===== src/hw/rtl/mouse_click_classifier_assert.svh =====
// ---------------------------------------------------------------------------
// mouse click classifier assertion macros
// shared property forms for the click classifier checks
// ---------------------------------------------------------------------------
`ifndef MOUSE_CLICK_CLASSIFIER_ASSERT_SVH
`define MOUSE_CLICK_CLASSIFIER_ASSERT_SVH

// same-cycle implication on the block clock, quiet during reset
`define MCC_ASSERT_NOW(lbl, ante, cons, msg) \
	lbl: assert property (@(posedge clk) disable iff (!arst_n) (ante) |-> (cons)) \
		else $error(msg);

// next-cycle implication on the block clock, quiet during reset
`define MCC_ASSERT_NEXT(lbl, ante, cons, msg) \
	lbl: assert property (@(posedge clk) disable iff (!arst_n) (ante) |=> (cons)) \
		else $error(msg);

`endif


===== src/hw/rtl/mcc_pkg.sv =====
// ---------------------------------------------------------------------------
// mcc_pkg
// types and constants shared by the mouse click classifier
// ---------------------------------------------------------------------------
package mcc_pkg;

	localparam int CMD_W   = 2;
	localparam int TIME_W  = 32;
	localparam int BTN_W   = 3;
	localparam int DELAY_W = 16;
	localparam int REG_IDX_W = 1;

	// event kinds
	localparam logic [CMD_W-1:0] CMD_PRESS   = 2'd0;
	localparam logic [CMD_W-1:0] CMD_RELEASE = 2'd1;
	localparam logic [CMD_W-1:0] CMD_MOVE    = 2'd2;
	localparam logic [CMD_W-1:0] CMD_TICK    = 2'd3;

	// report kinds
	localparam logic RPT_PRESSED  = 1'b0;
	localparam logic RPT_RELEASED = 1'b1;

	// register indexes
	localparam logic [REG_IDX_W-1:0] REG_DOUBLE_DELAY = 1'b0;
	localparam logic [REG_IDX_W-1:0] REG_HOLD_DELAY   = 1'b1;

	localparam logic [DELAY_W-1:0] DOUBLE_DELAY_RESET = 16'd300;
	localparam logic [DELAY_W-1:0] HOLD_DELAY_RESET   = 16'd1000;

	typedef struct packed {
		logic [CMD_W-1:0]  command;
		logic [TIME_W-1:0] time_stamp;
		logic [BTN_W-1:0]  button_number;
	} evt_t;

	typedef struct packed {
		logic             report_kind;
		logic [BTN_W-1:0] reported_button;
		logic             double_mark;
		logic             hold_mark;
	} rpt_t;

	typedef struct packed {
		logic [DELAY_W-1:0] double_click_delay;
		logic [DELAY_W-1:0] hold_click_delay;
	} cfg_t;

endpackage


===== src/hw/rtl/mcc_evt_if.sv =====
// ---------------------------------------------------------------------------
// mcc_evt_if
// mouse event channel: valid/ready with command, time stamp and button
// ---------------------------------------------------------------------------
interface mcc_evt_if;
	import mcc_pkg::*;

	logic              valid;
	logic              ready;
	logic [CMD_W-1:0]  command;
	logic [TIME_W-1:0] time_stamp;
	logic [BTN_W-1:0]  button_number;

	modport source (output valid, command, time_stamp, button_number, input ready);
	modport sink   (input valid, command, time_stamp, button_number, output ready);
endinterface


===== src/hw/rtl/mcc_rpt_if.sv =====
// ---------------------------------------------------------------------------
// mcc_rpt_if
// button report channel: valid/ready with kind, button and marks
// ---------------------------------------------------------------------------
interface mcc_rpt_if;
	import mcc_pkg::*;

	logic             valid;
	logic             ready;
	logic             report_kind;
	logic [BTN_W-1:0] reported_button;
	logic             double_mark;
	logic             hold_mark;

	modport source (output valid, report_kind, reported_button, double_mark, hold_mark,
		input ready);
	modport sink   (input valid, report_kind, reported_button, double_mark, hold_mark,
		output ready);
endinterface


===== src/hw/rtl/mcc_cfg_if.sv =====
// ---------------------------------------------------------------------------
// mcc_cfg_if
// register write channel: valid/ready with register index and write data
// ---------------------------------------------------------------------------
interface mcc_cfg_if;
	import mcc_pkg::*;

	logic                 valid;
	logic                 ready;
	logic [REG_IDX_W-1:0] index;
	logic [DELAY_W-1:0]   data;

	modport source (output valid, index, data, input ready);
	modport sink   (input valid, index, data, output ready);
endinterface


===== src/hw/rtl/mcc_cfg_regs.sv =====
// ---------------------------------------------------------------------------
// mcc_cfg_regs
// double click and hold delay registers behind the write channel
// ---------------------------------------------------------------------------
module mcc_cfg_regs (
	input  logic          clk,
	input  logic          arst_n,
	mcc_cfg_if.sink       cfg,
	output mcc_pkg::cfg_t delays
);
	import mcc_pkg::*;

	cfg_t delays_q;

	// writes are always taken
	assign cfg.ready = 1'b1;
	assign delays    = delays_q;

	// register file, unknown indexes ignored
	always_ff @(posedge clk or negedge arst_n) begin
		if (!arst_n) begin
			delays_q.double_click_delay <= DOUBLE_DELAY_RESET;
			delays_q.hold_click_delay   <= HOLD_DELAY_RESET;
		end else if (cfg.valid && cfg.ready) begin
			case (cfg.index)
				REG_DOUBLE_DELAY: delays_q.double_click_delay <= cfg.data;
				REG_HOLD_DELAY:   delays_q.hold_click_delay   <= cfg.data;
				default: begin
				end
			endcase
		end
	end
endmodule


===== src/hw/rtl/mcc_engine.sv =====
// ---------------------------------------------------------------------------
// mcc_engine
// click state and single-pass classification of one registered event
// ---------------------------------------------------------------------------
module mcc_engine #(
	parameter int BUTTON_COUNT = 8
) (
	input  logic          clk,
	input  logic          arst_n,
	input  logic          item_valid,
	input  mcc_pkg::evt_t item,
	input  logic          fire,
	input  mcc_pkg::cfg_t delays,
	output logic          has_result,
	output mcc_pkg::rpt_t result
);
	import mcc_pkg::*;

	localparam logic [BTN_W:0] BTN_LIMIT = (BTN_W+1)'(BUTTON_COUNT);

	logic [BUTTON_COUNT-1:0] held_mask_q, double_mask_q, hold_mask_q;
	logic [BUTTON_COUNT-1:0] held_mask_d, double_mask_d, hold_mask_d;
	logic                    clicked_q, clicked_d;
	logic [BTN_W-1:0]        last_button_q, last_button_d;
	logic [TIME_W-1:0]       first_click_time_q, first_click_time_d;
	logic [TIME_W-1:0]       last_event_time_q, last_event_time_d;

	logic [BUTTON_COUNT-1:0] btn_oh, last_oh;
	logic                    in_range;
	logic [TIME_W:0]         t_ext, double_lim, hold_lim;

	// one-hot decode of the event button and the last button
	always_comb begin
		for (int i = 0; i < BUTTON_COUNT; i++) begin
			btn_oh[i]  = (item.button_number == BTN_W'(i));
			last_oh[i] = (last_button_q == BTN_W'(i));
		end
	end

	assign in_range   = ({1'b0, item.button_number} < BTN_LIMIT);
	assign t_ext      = {1'b0, item.time_stamp};
	assign double_lim = {1'b0, first_click_time_q} + (TIME_W+1)'(delays.double_click_delay);
	assign hold_lim   = {1'b0, last_event_time_q} + (TIME_W+1)'(delays.hold_click_delay);

	// classify the event and work out the next state
	always_comb begin
		held_mask_d        = held_mask_q;
		double_mask_d      = double_mask_q;
		hold_mask_d        = hold_mask_q;
		clicked_d          = clicked_q;
		last_button_d      = last_button_q;
		first_click_time_d = first_click_time_q;
		last_event_time_d  = last_event_time_q;
		has_result         = 1'b0;
		result.report_kind     = RPT_PRESSED;
		result.reported_button = item.button_number;
		result.double_mark     = 1'b0;
		result.hold_mark       = 1'b0;
		case (item.command)
			CMD_PRESS: begin
				if (in_range) begin
					if ((held_mask_q & btn_oh) == '0) begin
						held_mask_d = held_mask_q | btn_oh;
						if (clicked_q && item.button_number == last_button_q &&
								t_ext < double_lim) begin
							double_mask_d      = double_mask_q | btn_oh;
							result.double_mark = 1'b1;
						end else begin
							clicked_d          = 1'b0;
							first_click_time_d = item.time_stamp;
							last_button_d      = item.button_number;
						end
					end
					last_event_time_d = item.time_stamp;
					has_result        = item_valid;
				end
			end
			CMD_RELEASE: begin
				if (in_range) begin
					if (item.button_number == last_button_q && !clicked_q) begin
						clicked_d = 1'b1;
					end else begin
						clicked_d     = 1'b0;
						last_button_d = '0;
					end
					last_event_time_d  = item.time_stamp;
					result.report_kind = RPT_RELEASED;
					result.double_mark = |(double_mask_q & btn_oh);
					result.hold_mark   = |(hold_mask_q & btn_oh);
					held_mask_d        = held_mask_q & ~btn_oh;
					double_mask_d      = double_mask_q & ~btn_oh;
					hold_mask_d        = hold_mask_q & ~btn_oh;
					has_result         = item_valid;
				end
			end
			CMD_MOVE: begin
				clicked_d         = 1'b0;
				last_event_time_d = item.time_stamp;
			end
			CMD_TICK: begin
				// hold detection only while the last button is still down
				if ((held_mask_q & last_oh) != '0) begin
					if (t_ext > double_lim) begin
						clicked_d = 1'b0;
					end
					if (t_ext > hold_lim) begin
						last_event_time_d      = item.time_stamp;
						hold_mask_d            = hold_mask_q | last_oh;
						result.reported_button = last_button_q;
						result.hold_mark       = 1'b1;
						has_result             = item_valid;
					end
				end
			end
			default: begin
			end
		endcase
	end

	// state update once the event leaves the input register
	always_ff @(posedge clk or negedge arst_n) begin
		if (!arst_n) begin
			held_mask_q        <= '0;
			double_mask_q      <= '0;
			hold_mask_q        <= '0;
			clicked_q          <= 1'b0;
			last_button_q      <= '0;
			first_click_time_q <= '0;
			last_event_time_q  <= '0;
		end else if (fire) begin
			held_mask_q        <= held_mask_d;
			double_mask_q      <= double_mask_d;
			hold_mask_q        <= hold_mask_d;
			clicked_q          <= clicked_d;
			last_button_q      <= last_button_d;
			first_click_time_q <= first_click_time_d;
			last_event_time_q  <= last_event_time_d;
		end
	end
endmodule


===== src/hw/rtl/mouse_click_classifier.sv =====
// Mouse click classifier: takes time-stamped press, release, move and tick
// events and gives at most one button report per event, marked double click
// or hold. One event is taken every clock cycle unless a report is stalled;
// each event is held in the input register, where it is classified against
// the click state and updates it, and its report is then loaded into the
// output register and shown from there. The engine state updates as each event
// leaves the input register, one event a cycle; a stalled report slot holds
// back only events that produce a report.
// ---------------------------------------------------------------------------
// mouse_click_classifier
// top level: input register, click engine, output register, delay registers
// ---------------------------------------------------------------------------
module mouse_click_classifier #(
	parameter int BUTTON_COUNT = 8
) (
	input  logic       clk,
	input  logic       arst_n,
	mcc_evt_if.sink    evt,
	mcc_rpt_if.source  rpt,
	mcc_cfg_if.sink    cfg
);
	import mcc_pkg::*;

	logic  evt_v_s1;
	evt_t  evt_s1;
	logic  rpt_v_q;
	rpt_t  rpt_q;
	cfg_t  delays;
	logic  has_result;
	rpt_t  result;
	logic  out_free;
	logic  s1_fire;

	mcc_cfg_regs u_cfg_regs (
		.clk    (clk),
		.arst_n (arst_n),
		.cfg    (cfg),
		.delays (delays)
	);

	mcc_engine #(
		.BUTTON_COUNT (BUTTON_COUNT)
	) u_engine (
		.clk        (clk),
		.arst_n     (arst_n),
		.item_valid (evt_v_s1),
		.item       (evt_s1),
		.fire       (s1_fire),
		.delays     (delays),
		.has_result (has_result),
		.result     (result)
	);

	// an item leaves the input register unless its report has nowhere to go
	assign out_free  = !rpt_v_q || rpt.ready;
	assign s1_fire   = evt_v_s1 && (!has_result || out_free);
	assign evt.ready = !evt_v_s1 || s1_fire;

	// input register
	always_ff @(posedge clk or negedge arst_n) begin
		if (!arst_n) begin
			evt_v_s1 <= 1'b0;
		end else if (evt.ready) begin
			evt_v_s1 <= evt.valid;
		end
	end

	always_ff @(posedge clk) begin
		if (evt.valid && evt.ready) begin
			evt_s1.command       <= evt.command;
			evt_s1.time_stamp    <= evt.time_stamp;
			evt_s1.button_number <= evt.button_number;
		end
	end

	// output register
	always_ff @(posedge clk or negedge arst_n) begin
		if (!arst_n) begin
			rpt_v_q <= 1'b0;
		end else if (s1_fire && has_result) begin
			rpt_v_q <= 1'b1;
		end else if (rpt.ready) begin
			rpt_v_q <= 1'b0;
		end
	end

	always_ff @(posedge clk) begin
		if (s1_fire && has_result) begin
			rpt_q <= result;
		end
	end

	assign rpt.valid           = rpt_v_q;
	assign rpt.report_kind     = rpt_q.report_kind;
	assign rpt.reported_button = rpt_q.reported_button;
	assign rpt.double_mark     = rpt_q.double_mark;
	assign rpt.hold_mark       = rpt_q.hold_mark;

	`include "mouse_click_classifier_assert.svh"

	// a classified item with a report always lands in the output register
	`MCC_ASSERT_NEXT(a_report_lands, s1_fire && has_result, rpt_v_q, "report lost")
	// an accepted event is always held in the input register next cycle
	`MCC_ASSERT_NEXT(a_event_held, evt.valid && evt.ready, evt_v_s1, "event lost")
	// a blocked item keeps its place and contents
	`MCC_ASSERT_NEXT(a_blocked_stays, evt_v_s1 && !s1_fire,
		evt_v_s1 && $stable(evt_s1), "blocked event changed")
	// a report is only produced when the output slot can take it
	`MCC_ASSERT_NOW(a_no_overwrite, s1_fire && has_result, out_free, "report overwritten")
endmodule


===== src/flat_wrapper.sv =====
// flat-port wrapper written by rule: the top's interface ports become plain ports
module mouse_click_classifier_flat import mcc_pkg::*;
#(
	parameter int BUTTON_COUNT = 8
)
  (clk, arst_n, evt_valid, evt_command, evt_time_stamp, evt_button_number, evt_ready, rpt_valid, rpt_report_kind, rpt_reported_button, rpt_double_mark, rpt_hold_mark, rpt_ready, cfg_valid, cfg_index, cfg_data, cfg_ready);
  mcc_evt_if evt_i ();
  mcc_rpt_if rpt_i ();
  mcc_cfg_if cfg_i ();
  input  logic clk;
  input  logic arst_n;
  input wire logic [$bits(evt_i.valid)-1:0] evt_valid;
  input wire logic [$bits(evt_i.command)-1:0] evt_command;
  input wire logic [$bits(evt_i.time_stamp)-1:0] evt_time_stamp;
  input wire logic [$bits(evt_i.button_number)-1:0] evt_button_number;
  output wire logic [$bits(evt_i.ready)-1:0] evt_ready;
  output wire logic [$bits(rpt_i.valid)-1:0] rpt_valid;
  output wire logic [$bits(rpt_i.report_kind)-1:0] rpt_report_kind;
  output wire logic [$bits(rpt_i.reported_button)-1:0] rpt_reported_button;
  output wire logic [$bits(rpt_i.double_mark)-1:0] rpt_double_mark;
  output wire logic [$bits(rpt_i.hold_mark)-1:0] rpt_hold_mark;
  input wire logic [$bits(rpt_i.ready)-1:0] rpt_ready;
  input wire logic [$bits(cfg_i.valid)-1:0] cfg_valid;
  input wire logic [$bits(cfg_i.index)-1:0] cfg_index;
  input wire logic [$bits(cfg_i.data)-1:0] cfg_data;
  output wire logic [$bits(cfg_i.ready)-1:0] cfg_ready;
  assign evt_i.valid = evt_valid;
  assign evt_i.command = evt_command;
  assign evt_i.time_stamp = evt_time_stamp;
  assign evt_i.button_number = evt_button_number;
  assign evt_ready = evt_i.ready;
  assign rpt_valid = rpt_i.valid;
  assign rpt_report_kind = rpt_i.report_kind;
  assign rpt_reported_button = rpt_i.reported_button;
  assign rpt_double_mark = rpt_i.double_mark;
  assign rpt_hold_mark = rpt_i.hold_mark;
  assign rpt_i.ready = rpt_ready;
  assign cfg_i.valid = cfg_valid;
  assign cfg_i.index = cfg_index;
  assign cfg_i.data = cfg_data;
  assign cfg_ready = cfg_i.ready;
  mouse_click_classifier #(.BUTTON_COUNT(BUTTON_COUNT)) u_core (.clk(clk), .arst_n(arst_n), .evt(evt_i), .rpt(rpt_i), .cfg(cfg_i));
endmodule

===== config.mk =====
export PLATFORM = sky130hd
export DESIGN_NAME = mouse_click_classifier_flat
export DESIGN_NICKNAME = d
export VERILOG_FILES = /design/src/hw/rtl/mcc_pkg.sv /design/src/hw/rtl/mcc_evt_if.sv /design/src/hw/rtl/mcc_rpt_if.sv /design/src/hw/rtl/mcc_cfg_if.sv /design/src/hw/rtl/mcc_cfg_regs.sv /design/src/hw/rtl/mcc_engine.sv /design/src/hw/rtl/mouse_click_classifier.sv /design/src/flat_wrapper.sv
export VERILOG_INCLUDE_DIRS = /design/src /design/src/hw/rtl
export SDC_FILE = /design/constraint.sdc
export NUM_CORES = 1
export LEC_CHECK = 0
export ABC_AREA = 1
export BUFFER_PORTS_ARGS = -buffer_cell sky130_fd_sc_hd__buf_2
export CORE_MARGIN = 1
export CORE_UTILIZATION = 46
export DETAILED_ROUTE_END_ITERATION = 6
export PLACE_DENSITY = 0.71
export SLEW_MARGIN = 20
export SYNTH_ARGS = -nofsm -noshare
export SYNTH_HDL_FRONTEND = slang
export SYNTH_SLANG_ARGS = --single-unit

===== constraint.sdc =====
create_clock -name clk -period 7.1 [get_ports clk]
set_input_delay 1.065 -clock clk [delete_from_list [all_inputs] [get_ports clk]]
set_output_delay 1.065 -clock clk [all_outputs]
set_load 0.05 [all_outputs]

==> results.cfg, run 1 <==
[yosys]
synth_cell_types = 52
ys_top_cells_by_area = dfrtp_1, edfxtp_1, ha_1, nand2_1, inv_1
ys.flop_type = dfrtp_1
avgSynthCellArea_um2 = 8.30
synth-async-reset-ratio = 0.746
netlist.top_cell.by_area = dfrtp_1
seq_area_frac_synth = 0.425
yosys_warnings = 0
yosys.area.top_type_share = 0.276
synth-edff-count = 43
ys_ff_latch = 169
synth_nets = 1422
synth_area_um2 = 10500
synth_cells = 1265

[final_layout]
seq_area_um2 = 4460
multi_input_comb_area_um2 = 5290
area_growth_pct = 10.8
utilization = 0.527
antenna_cells = 0
layout.cells.non_filler = 1616
n_fill_cell = 2033
layout_common_cells = nand2_1, inv_1, dfrtp_1
drive_gt1_frac = 0.105
fin_nets = 1480
final_common_cell = nand2_1

[route]
num_vias = 8526
dr.pass1.iters = 5
via_per_inst = 5.28
drcViolationCount = 0
wl_per_cell_um = 15.1
wirelength_mm = 24.4
ant_nets = 0
drt_iter0_drc = 504

[timing]
finalHoldViolCount = 0
setup_violations = 0
rsz0062_at_grt = false
period_minus_slack_ns = 5.79
tightest_slew_ns = 1.02
hold_ws_ns = 0.484
slew_viol_final = 0
tns_ns = 0
clock_skew_ns = 0.0149
relSlewSlack = 0.317
max_freq_mhz = 173
fin_crit_sh = 0.816

[critical_path]
cp.required_ns = 6.03
cp.arrival_ns = 4.73
critical_path_class = reg2out
end_kind = output port
crit_fanout = 5
worstSetupStartpointType = flop

[cts]
clockBufferDepth = 2
cts_buffers = 17
tritoncts = yes
cts_num_sinks = 169
holdBufCountCts = 0
clkTransAtPathRegs_ns = 0.08
cts_root_buf = clkbuf_16
cts_resized = 0
clkLatencyLatePin_ns = 0.44
htreeDepth = 4
cts_setup_buffers = 0

[die]
initial_utilization = 0.475
io_pins = 68
die_y_um = 153
rows = 54
fp.coreArea_um2 = 22100
die_x_um = 153
die-area_um2 = 23400

[global_route]
grt_max_degree = 66
grt-ovfl-total = 0
grt_pass1_wl_mm = 40.9
track_usage = 0.219
grt_pass1_vias = 8429
grt_antenna_before_repair = 0

[flow_run]
maxCapViolations = 0

[power]
p_leak_nw = 5.58
ir_drop_mv = 0.170
p_per_area_nw_per_um2 = 318

[min_path]
hold_path.class = reg2reg

[placed_design]
dp_hpwl_mm = 18.4
dp.cells = 1584
gp_congestion = 0.904
portBuffers = 66

[status]
outcome = complete, no violations
==> critical path, cell delays in order, from the launching register on <==
cell	delay, ns
dfstp_2	0.54
ha_1	0.28
a21oi_1	0.17
nand2_1	0.07
a21oi_1	0.21
inv_1	0.07
a21oi_1	0.25
inv_1	0.07
a21oi_1	0.19
o21ai_0	0.15
a21boi_1	0.26
nor2_1	0.08
xor2_1	0.15
ha_1	0.27
nand2_1	0.08
nor2_1	0.11
nand4_1	0.08
nor4b_1	0.37
a21oi_1	0.18
nand3_2	0.12
nand2_2	0.08
nand3_1	0.19
buf_2	0.31
==> power breakdown <==
part	internal (mW)	switching, mW
Clock	0.519	0.440
Sequential	1.19	0.171
Combinational	0.532	0.843
Total	2.24	1.45
==> layer usage <==
layer | routed length, µm | GRT usage | vias up | part of all wire
met2 | 10900 | 0.348 | 168 | 0.45
met1 | 12000 | 0.302 | 3974 | 0.49
met3 | 1070 | 0.0434 | 33 | 0.044
met4 | 404 | 0.0693 | 0 | 0.017
met5 | 0 | 0 | - | 0
li1 | - | - | 4351 | -
==> worst paths after layout <==
kind                                                         end  depth (start not counted)                   startpoint  slack, ns
max                                                    evt_ready                         22  u_core.u_cfg_regs.delays[6]       1.31
min                                                         flop                          2                         flop       0.48
max reg2reg                u_core.u_engine.first_click_time_q[7]                         24  u_core.u_cfg_regs.delays[6]       1.53
min reg2reg                                                 flop                          2                         flop       0.48
max in group asynchronous            u_core.u_cfg_regs.delays[0]                          2                       arst_n       5.07
min in group asynchronous           u_core.u_cfg_regs.delays[29]                          1                       arst_n       0.71
==> synth_stat cells, types with 2 or more instances <==
master and n:
o21bai_1 2, nand3_2 2, dfstp_2 10, a21o_1 3, xnor2_1 23, o21ai_1 78
inv_1 150, fa_1 2, nor4_1 8, buf_2 10, nor3_1 21, nand3_1 51
a31oi_1 6, o22ai_1 8, a21oi_1 75, dfrtp_1 116, ha_1 96, nand4_1 23
a21boi_1 3, nor2_1 64, nand3b_1 4, inv_2 8, o21ai_2 2, o21a_1 3
nand2_4 2, o221ai_1 2, edfxtp_1 43, buf_4 8, clkbuf_1 8, nand2_1 313
xor2_1 39, a211oi_1 2, nand2_2 8, buf_6 2, o21ai_0 53
==> flip-flops by register name, indices dropped and copies added (netlist names), named ones only <==
| register | flops |
|---|---|
| u_core.u_engine.hold_mask_q | 8 |
| u_core.rpt.report_kind | 1 |
| u_core.evt_s1 | 37 |
| u_core.evt_v_s1 | 1 |
| u_core.rpt.double_mark | 1 |
| u_core.u_engine.first_click_time_q | 32 |
| u_core.u_engine.last_button_q | 3 |
| u_core.u_cfg_regs.delays | 32 |
| u_core.rpt.valid | 1 |
| u_core.u_engine.clicked_q | 1 |
| u_core.u_engine.last_event_time_q | 32 |
| u_core.rpt.hold_mark | 1 |
| u_core.rpt.reported_button | 3 |
==> through the flow <==
stage	setup WS (ns)	cell area [µm²]	power, mW
floorplan	2.11	10500	2.38
global placement	1.60	11000	2.69
detailed placement	1.46	11000	2.73
CTS	1.22	11600	3.71
global route	0.852	11600	3.98
finish	1.31	11600	3.70
==> kinds of logic after synthesis <==
kind of cell,count (synthesis),share of synthesized area
and+or+nand+nor,504,0.208
other,1,0.000357
xor gates and xnor gates,62,0.0517
AOI/OAI and AO/OA,243,0.125
buffers and inverters,188,0.0727
DFF,169,0.425
adders and majority gates,98,0.118
==> cell type report <==
class,instances,share of cell area
Multi-Input combinational cell,908,0.454
Tap cell,280,0.0301
Timing Repair Buffer,68,0.0299
Clock buffer,18,0.0387
Inverter,159,0.0513
Clock inverter,14,0.0127
Sequential cell,169,0.383
Note: power is estimated with default switching activity, not from simulation.
==> run 2, diff against run 1 <==
--- a/config.mk
+++ b/config.mk
@@ -11,7 +11,7 @@
 export CORE_MARGIN = 1
 export CORE_UTILIZATION = 46
 export DETAILED_ROUTE_END_ITERATION = 6
-export PLACE_DENSITY = 0.71
+export PLACE_DENSITY = 0.74
 export SLEW_MARGIN = 20
 export SYNTH_ARGS = -nofsm -noshare
 export SYNTH_HDL_FRONTEND = slang
==> constraint.sdc (replaced) <==
create_clock -name clk -period 5.3 [get_ports clk]
set_input_delay 0.795 -clock clk [delete_from_list [all_inputs] [get_ports clk]]
set_output_delay 0.795 -clock clk [all_outputs]
set_load 0.05 [all_outputs]
==> results.cfg, run 2 (same netlist as run 1, synthesis figures left out) <==
[status]
outcome = complete, no violations

[placed_design]
place_ws_ns = 0.262
dp_hpwl_mm = 18.9
gp_congestion = 0.943
portBuffers = 66
place_area_um2 = 11100

[timing]
relSlewSlack = 0.319
tightest_slew_ns = 1.02
fin_crit_sh = 0.941
max_freq_mhz = 201
period_minus_slack_ns = 4.98
tns_ns = 0
layout_setup_ws_ns = 0.315
hold_ws_ns = 0.243
clock_skew_ns = 0.0135
finalHoldViolCount = 0
slew_viol_final = 0
setup_violations = 0

[route]
via_per_inst = 5.37
dr.pass1.iters = 5
wl_per_cell_um = 15.6
drcViolationCount = 0
drt_iter0_drc = 668
ant_nets = 0
num_vias = 8714
wirelength_mm = 25.4

[die]
initial_utilization = 0.475
die_y_um = 153
io_pins = 68
rows = 54
fp.coreArea_um2 = 22100
die_x_um = 153
die-area_um2 = 23400

[critical_path]
cpMostUsedCell = nand2_1
crit_family = simple AND/OR/NAND/NOR gates
reg2reg_depth = 21
cpPeakStageDelay_ns = 0.42
crit_fanout = 4
critical_path_class = reg2out
worstSetupStartpointType = flop
worst-path-stages = 26
critical_path.slowest_cell = fa_1
end_kind = output port
cp.arrival_ns = 4.19
cp.required_ns = 4.51
path_buf_inv = 2

[global_route]
grt-ovfl-total = 0
grt_pass1_vias = 8576
grt_antenna_before_repair = 0
grt_max_degree = 65
grt_pass1_wl_mm = 42.4
track_usage = 0.227

[final_layout]
largest_reg_flops = 37
final_common_cell = nand2_1
final_area_um2 = 11800
fin_nets = 1488
regMostFlops = u_core.evt_s1
drive_gt1_frac = 0.118
layout_common_cells = nand2_1, inv_1, dfrtp_1
antenna_cells = 0
n_fill_cell = 2049
area_growth_pct = 12.1

[cts]
tritoncts = yes
clockBufferDepth = 2
holdBufCountCts = 0
cts_num_sinks = 169
cts_root_buf = clkbuf_16
clkLatencyLatePin_ns = 0.44
htreeDepth = 4
cts_buffers = 17
clkTransAtPathRegs_ns = 0.07

[power]
p_per_area_nw_per_um2 = 416
swShare = 0.397
ir_drop_mv = 0.233
p_int_mw = 2.95
power_mw = 4.90
p_leak_nw = 5.60
p_comb_frac = 0.386
seqPwrFrac = 0.374
switching_power_mw = 1.94
clockPowerShare = 0.240

[min_path]
hold_path.class = in2async

[flow_run]
maxCapViolations = 0
[run 2: metrics by stage]
step / instances / util
finish: 1624 / 0.533
global placement: 1590 / 0.503
floorplan: 1265 / -
detailed placement: 1590 / 0.503
global route: 1624 / 0.533
CTS: 1622 / 0.528
[run 2: cell type report]
cell class              count  area (µm²)  area share
multi-input cells         908        5370       0.456
flip-flops and latches    169        4460       0.379
inverters                 159         597      0.0507
repair buffers             76         455      0.0387
clock buffers              19         443      0.0376
well taps                 280         350      0.0298
clock inverters            13        95.1     0.00808
[run 2: path summary, 6_finish.rpt]
kind	from	endpoint	slack, ns
worst min register to register	flop	flop	0.49
worst max register to register	u_core.u_cfg_regs.delays[18]	u_core.u_engine.last_button_q[0]	0.60
min in group clk	flop	flop	0.49
max in group asynchronous	arst_n	u_core.u_engine.last_event_time_q[29]	3.94
worst min-delay path	arst_n	u_core.u_cfg_regs.delays[26]	0.24
worst max-delay path	u_core.u_engine.last_event_time_q[0]	evt_ready	0.32
[run 2: power by group through the flow]
stage / clock network [mW] / registers (mW) / logic (mW)
after floorplan: 0 / 1.78 / 1.41
after global placement: 0 / 1.83 / 1.77
after detailed placement: 0 / 1.84 / 1.83
after CTS: 1.19 / 1.82 / 1.86
after global routing: 1.24 / 1.86 / 2.16
final: 1.17 / 1.83 / 1.89
[run 2: repair_timing]
item                                    CTS  global route
pin swaps                                 1             4
endpoints found under the setup margin    1             1
setup buffers                             0             2
gates resized for setup                   5            16
[run 2: per-layer routing]
layer	track usage	wire length, µm	part of all wire
met3	0.0411	1240	0.049
met1	0.307	11800	0.46
met2	0.369	11900	0.47
met4	0.0707	465	0.018
met5	0	0	0
==> run 3, diff against run 2 <==
--- a/config.mk
+++ b/config.mk
@@ -8,6 +8,8 @@
 export LEC_CHECK = 0
 export ABC_AREA = 1
 export BUFFER_PORTS_ARGS = -buffer_cell sky130_fd_sc_hd__buf_2
+export CAP_MARGIN = 20
+export CORE_ASPECT_RATIO = 0.6
 export CORE_MARGIN = 1
 export CORE_UTILIZATION = 46
 export DETAILED_ROUTE_END_ITERATION = 6
==> constraint.sdc (replaced) <==
create_clock -name clk -period 4.1 [get_ports clk]
set_input_delay 0.615 -clock clk [delete_from_list [all_inputs] [get_ports clk]]
set_output_delay 0.615 -clock clk [all_outputs]
set_load 0.05 [all_outputs]
==> results.cfg, run 3 (same netlist as run 1, synthesis figures left out) <==
[status]
outcome = complete, but fails checks
violations = negative setup slack

[power]
ir_drop_mv = 0.404
p_leak_nw = 6.74
p_per_area_nw_per_um2 = 536
power_mw = 7.67

[placed_design]
gp_congestion = 0.941
dp_hpwl_mm = 20.8
place_area_um2 = 11800
portBuffers = 66
dp.cells = 1690

[route]
via_per_inst = 5.57
dr.pass1.iters = 5
wirelength_mm = 33.9
drt_iter0_drc = 1057
num_vias = 9911
wl_per_cell_um = 19.1
drcViolationCount = 0
ant_nets = 0

[die]
die_y_um = 119
fp.coreArea_um2 = 22200
rows = 42
initial_utilization = 0.472
die_x_um = 197
die-area_um2 = 23500
io_pins = 68

[critical_path]
cp.required_ns = 3.48
path_buf_inv = 5
cp.arrival_ns = 4.15
cpPeakStageDelay_ns = 0.44
worstSetupStartpointType = flop
critical_path_class = reg2out
cpMostUsedCell = nand2_1
end_kind = output port
crit_family = simple AND/OR/NAND/NOR gates
crit_fanout = 3
critical_path.slowest_cell = dfrtp_1

[final_layout]
antenna_cells = 0
area_growth_pct = 36.3
final_area_um2 = 14300
layout_common_cells = nand2_1, inv_1, dfrtp_1
final_common_cell = nand2_1
drive_gt1_frac = 0.319
utilization = 0.644
n_fill_cell = 1697
largest_reg_flops = 37
regMostFlops = u_core.evt_s1
layout.cells.non_filler = 1780
fin_nets = 1616

[cts]
clkTransAtPathRegs_ns = 0.07
cts_num_sinks = 169
tritoncts = yes
cts_buffers = 17
htreeDepth = 4
holdBufCountCts = 0
clockBufferDepth = 2
clkLatencyLatePin_ns = 0.46
cts_root_buf = clkbuf_16

[timing]
fin_crit_sh = 1.16
max_freq_mhz = 210
setup_violations = 137
hold_ws_ns = 0.277
tightest_slew_ns = 1.43
clock_skew_ns = 0.0169
period_minus_slack_ns = 4.77
slew_viol_final = 0
layout_setup_ws_ns = -0.669
finalHoldViolCount = 0
relSlewSlack = 0.0410
rsz0062_at_grt = true

[global_route]
grt_pass1_wl_mm = 45.8
grt_max_degree = 68
grt_antenna_before_repair = 0
grt-ovfl-total = 0
grt_pass1_vias = 8837
track_usage = 0.253

[flow_run]
maxCapViolations = 0

[min_path]
hold_path.class = in2async
-- run 3: cell count changes in the layout (fill, tap and decap cells not counted), moves of 12 or more --
| cell | delta |
|---|---|
| buf_12 | +13 |
| buf_4 | +79 |
| buf_6 | +16 |
| clkbuf_16 | +12 |
| nand2_1 | -87 |
| nand2_2 | +47 |
| nand2_4 | +39 |
| o21ai_1 | -45 |
| o21ai_2 | +46 |
-- run 3: metrics by stage --
step,setup TNS [ns],worst slack [ns]
floorplan,-7.35,-0.199
CTS,-48.87,-0.527
detailed placement,-28.98,-0.389
finish,-62.80,-0.669
global placement,-14.27,-0.287
global route,-98.47,-0.935
-- run 3: metal layers --
layer	wire (µm)	track usage	vias up
li1	-	-	4615
met1	15400	0.399	4715
met2	14100	0.342	516
met3	3570	0.0564	65
met4	774	0.0596	0
met5	0	0	-
-- run 3: final cells by class --
class | instances | area [µm²] | area share
clock buffers | 17 | 425 | 0.0297
clock inverters | 15 | 204 | 0.0142
inverters | 159 | 611 | 0.0427
multi-input cells | 910 | 6330 | 0.442
flip-flops and latches | 169 | 4460 | 0.311
well taps | 308 | 385 | 0.0269
repair buffers | 202 | 1900 | 0.133
-- run 3: path summary, 6_finish.rpt --
| path | end | from | slack (ns) | depth (start not counted) |
|---|---|---|---|---|
| setup / recovery | evt_ready | u_core.u_engine.last_event_time_q[2] | -0.67 | 29 |
| hold / removal | u_core.u_cfg_regs.delays[11] | arst_n | 0.28 | 1 |
| setup reg to reg | u_core.u_engine.last_event_time_q[30] | u_core.u_engine.last_event_time_q[2] | -0.58 | 30 |
| hold reg to reg | flop | flop | 0.48 | 2 |
| max in group asynchronous | u_core.u_cfg_regs.delays[18] | arst_n | 2.96 | 2 |
| min in group clk | u_core.evt_s1[20] | evt_time_stamp[17] | 0.32 | 1 |
-- run 3: power breakdown --
group          internal [mW]  total (mW)  switching [mW]
combinational           1.52        3.47            1.96
clock                  0.988        1.76           0.773
sequential              2.06        2.44           0.380
total                   4.56        7.67            3.11
-- run 3: repair_timing --
action / CTS / global route
cloned: 3 / 18
hold endpoints to repair: 0 / 0
buffers inserted: 22 / 24
gates resized for setup: 67 / 228
setup endpoints to repair: 137 / 142
pin swaps: 35 / 31
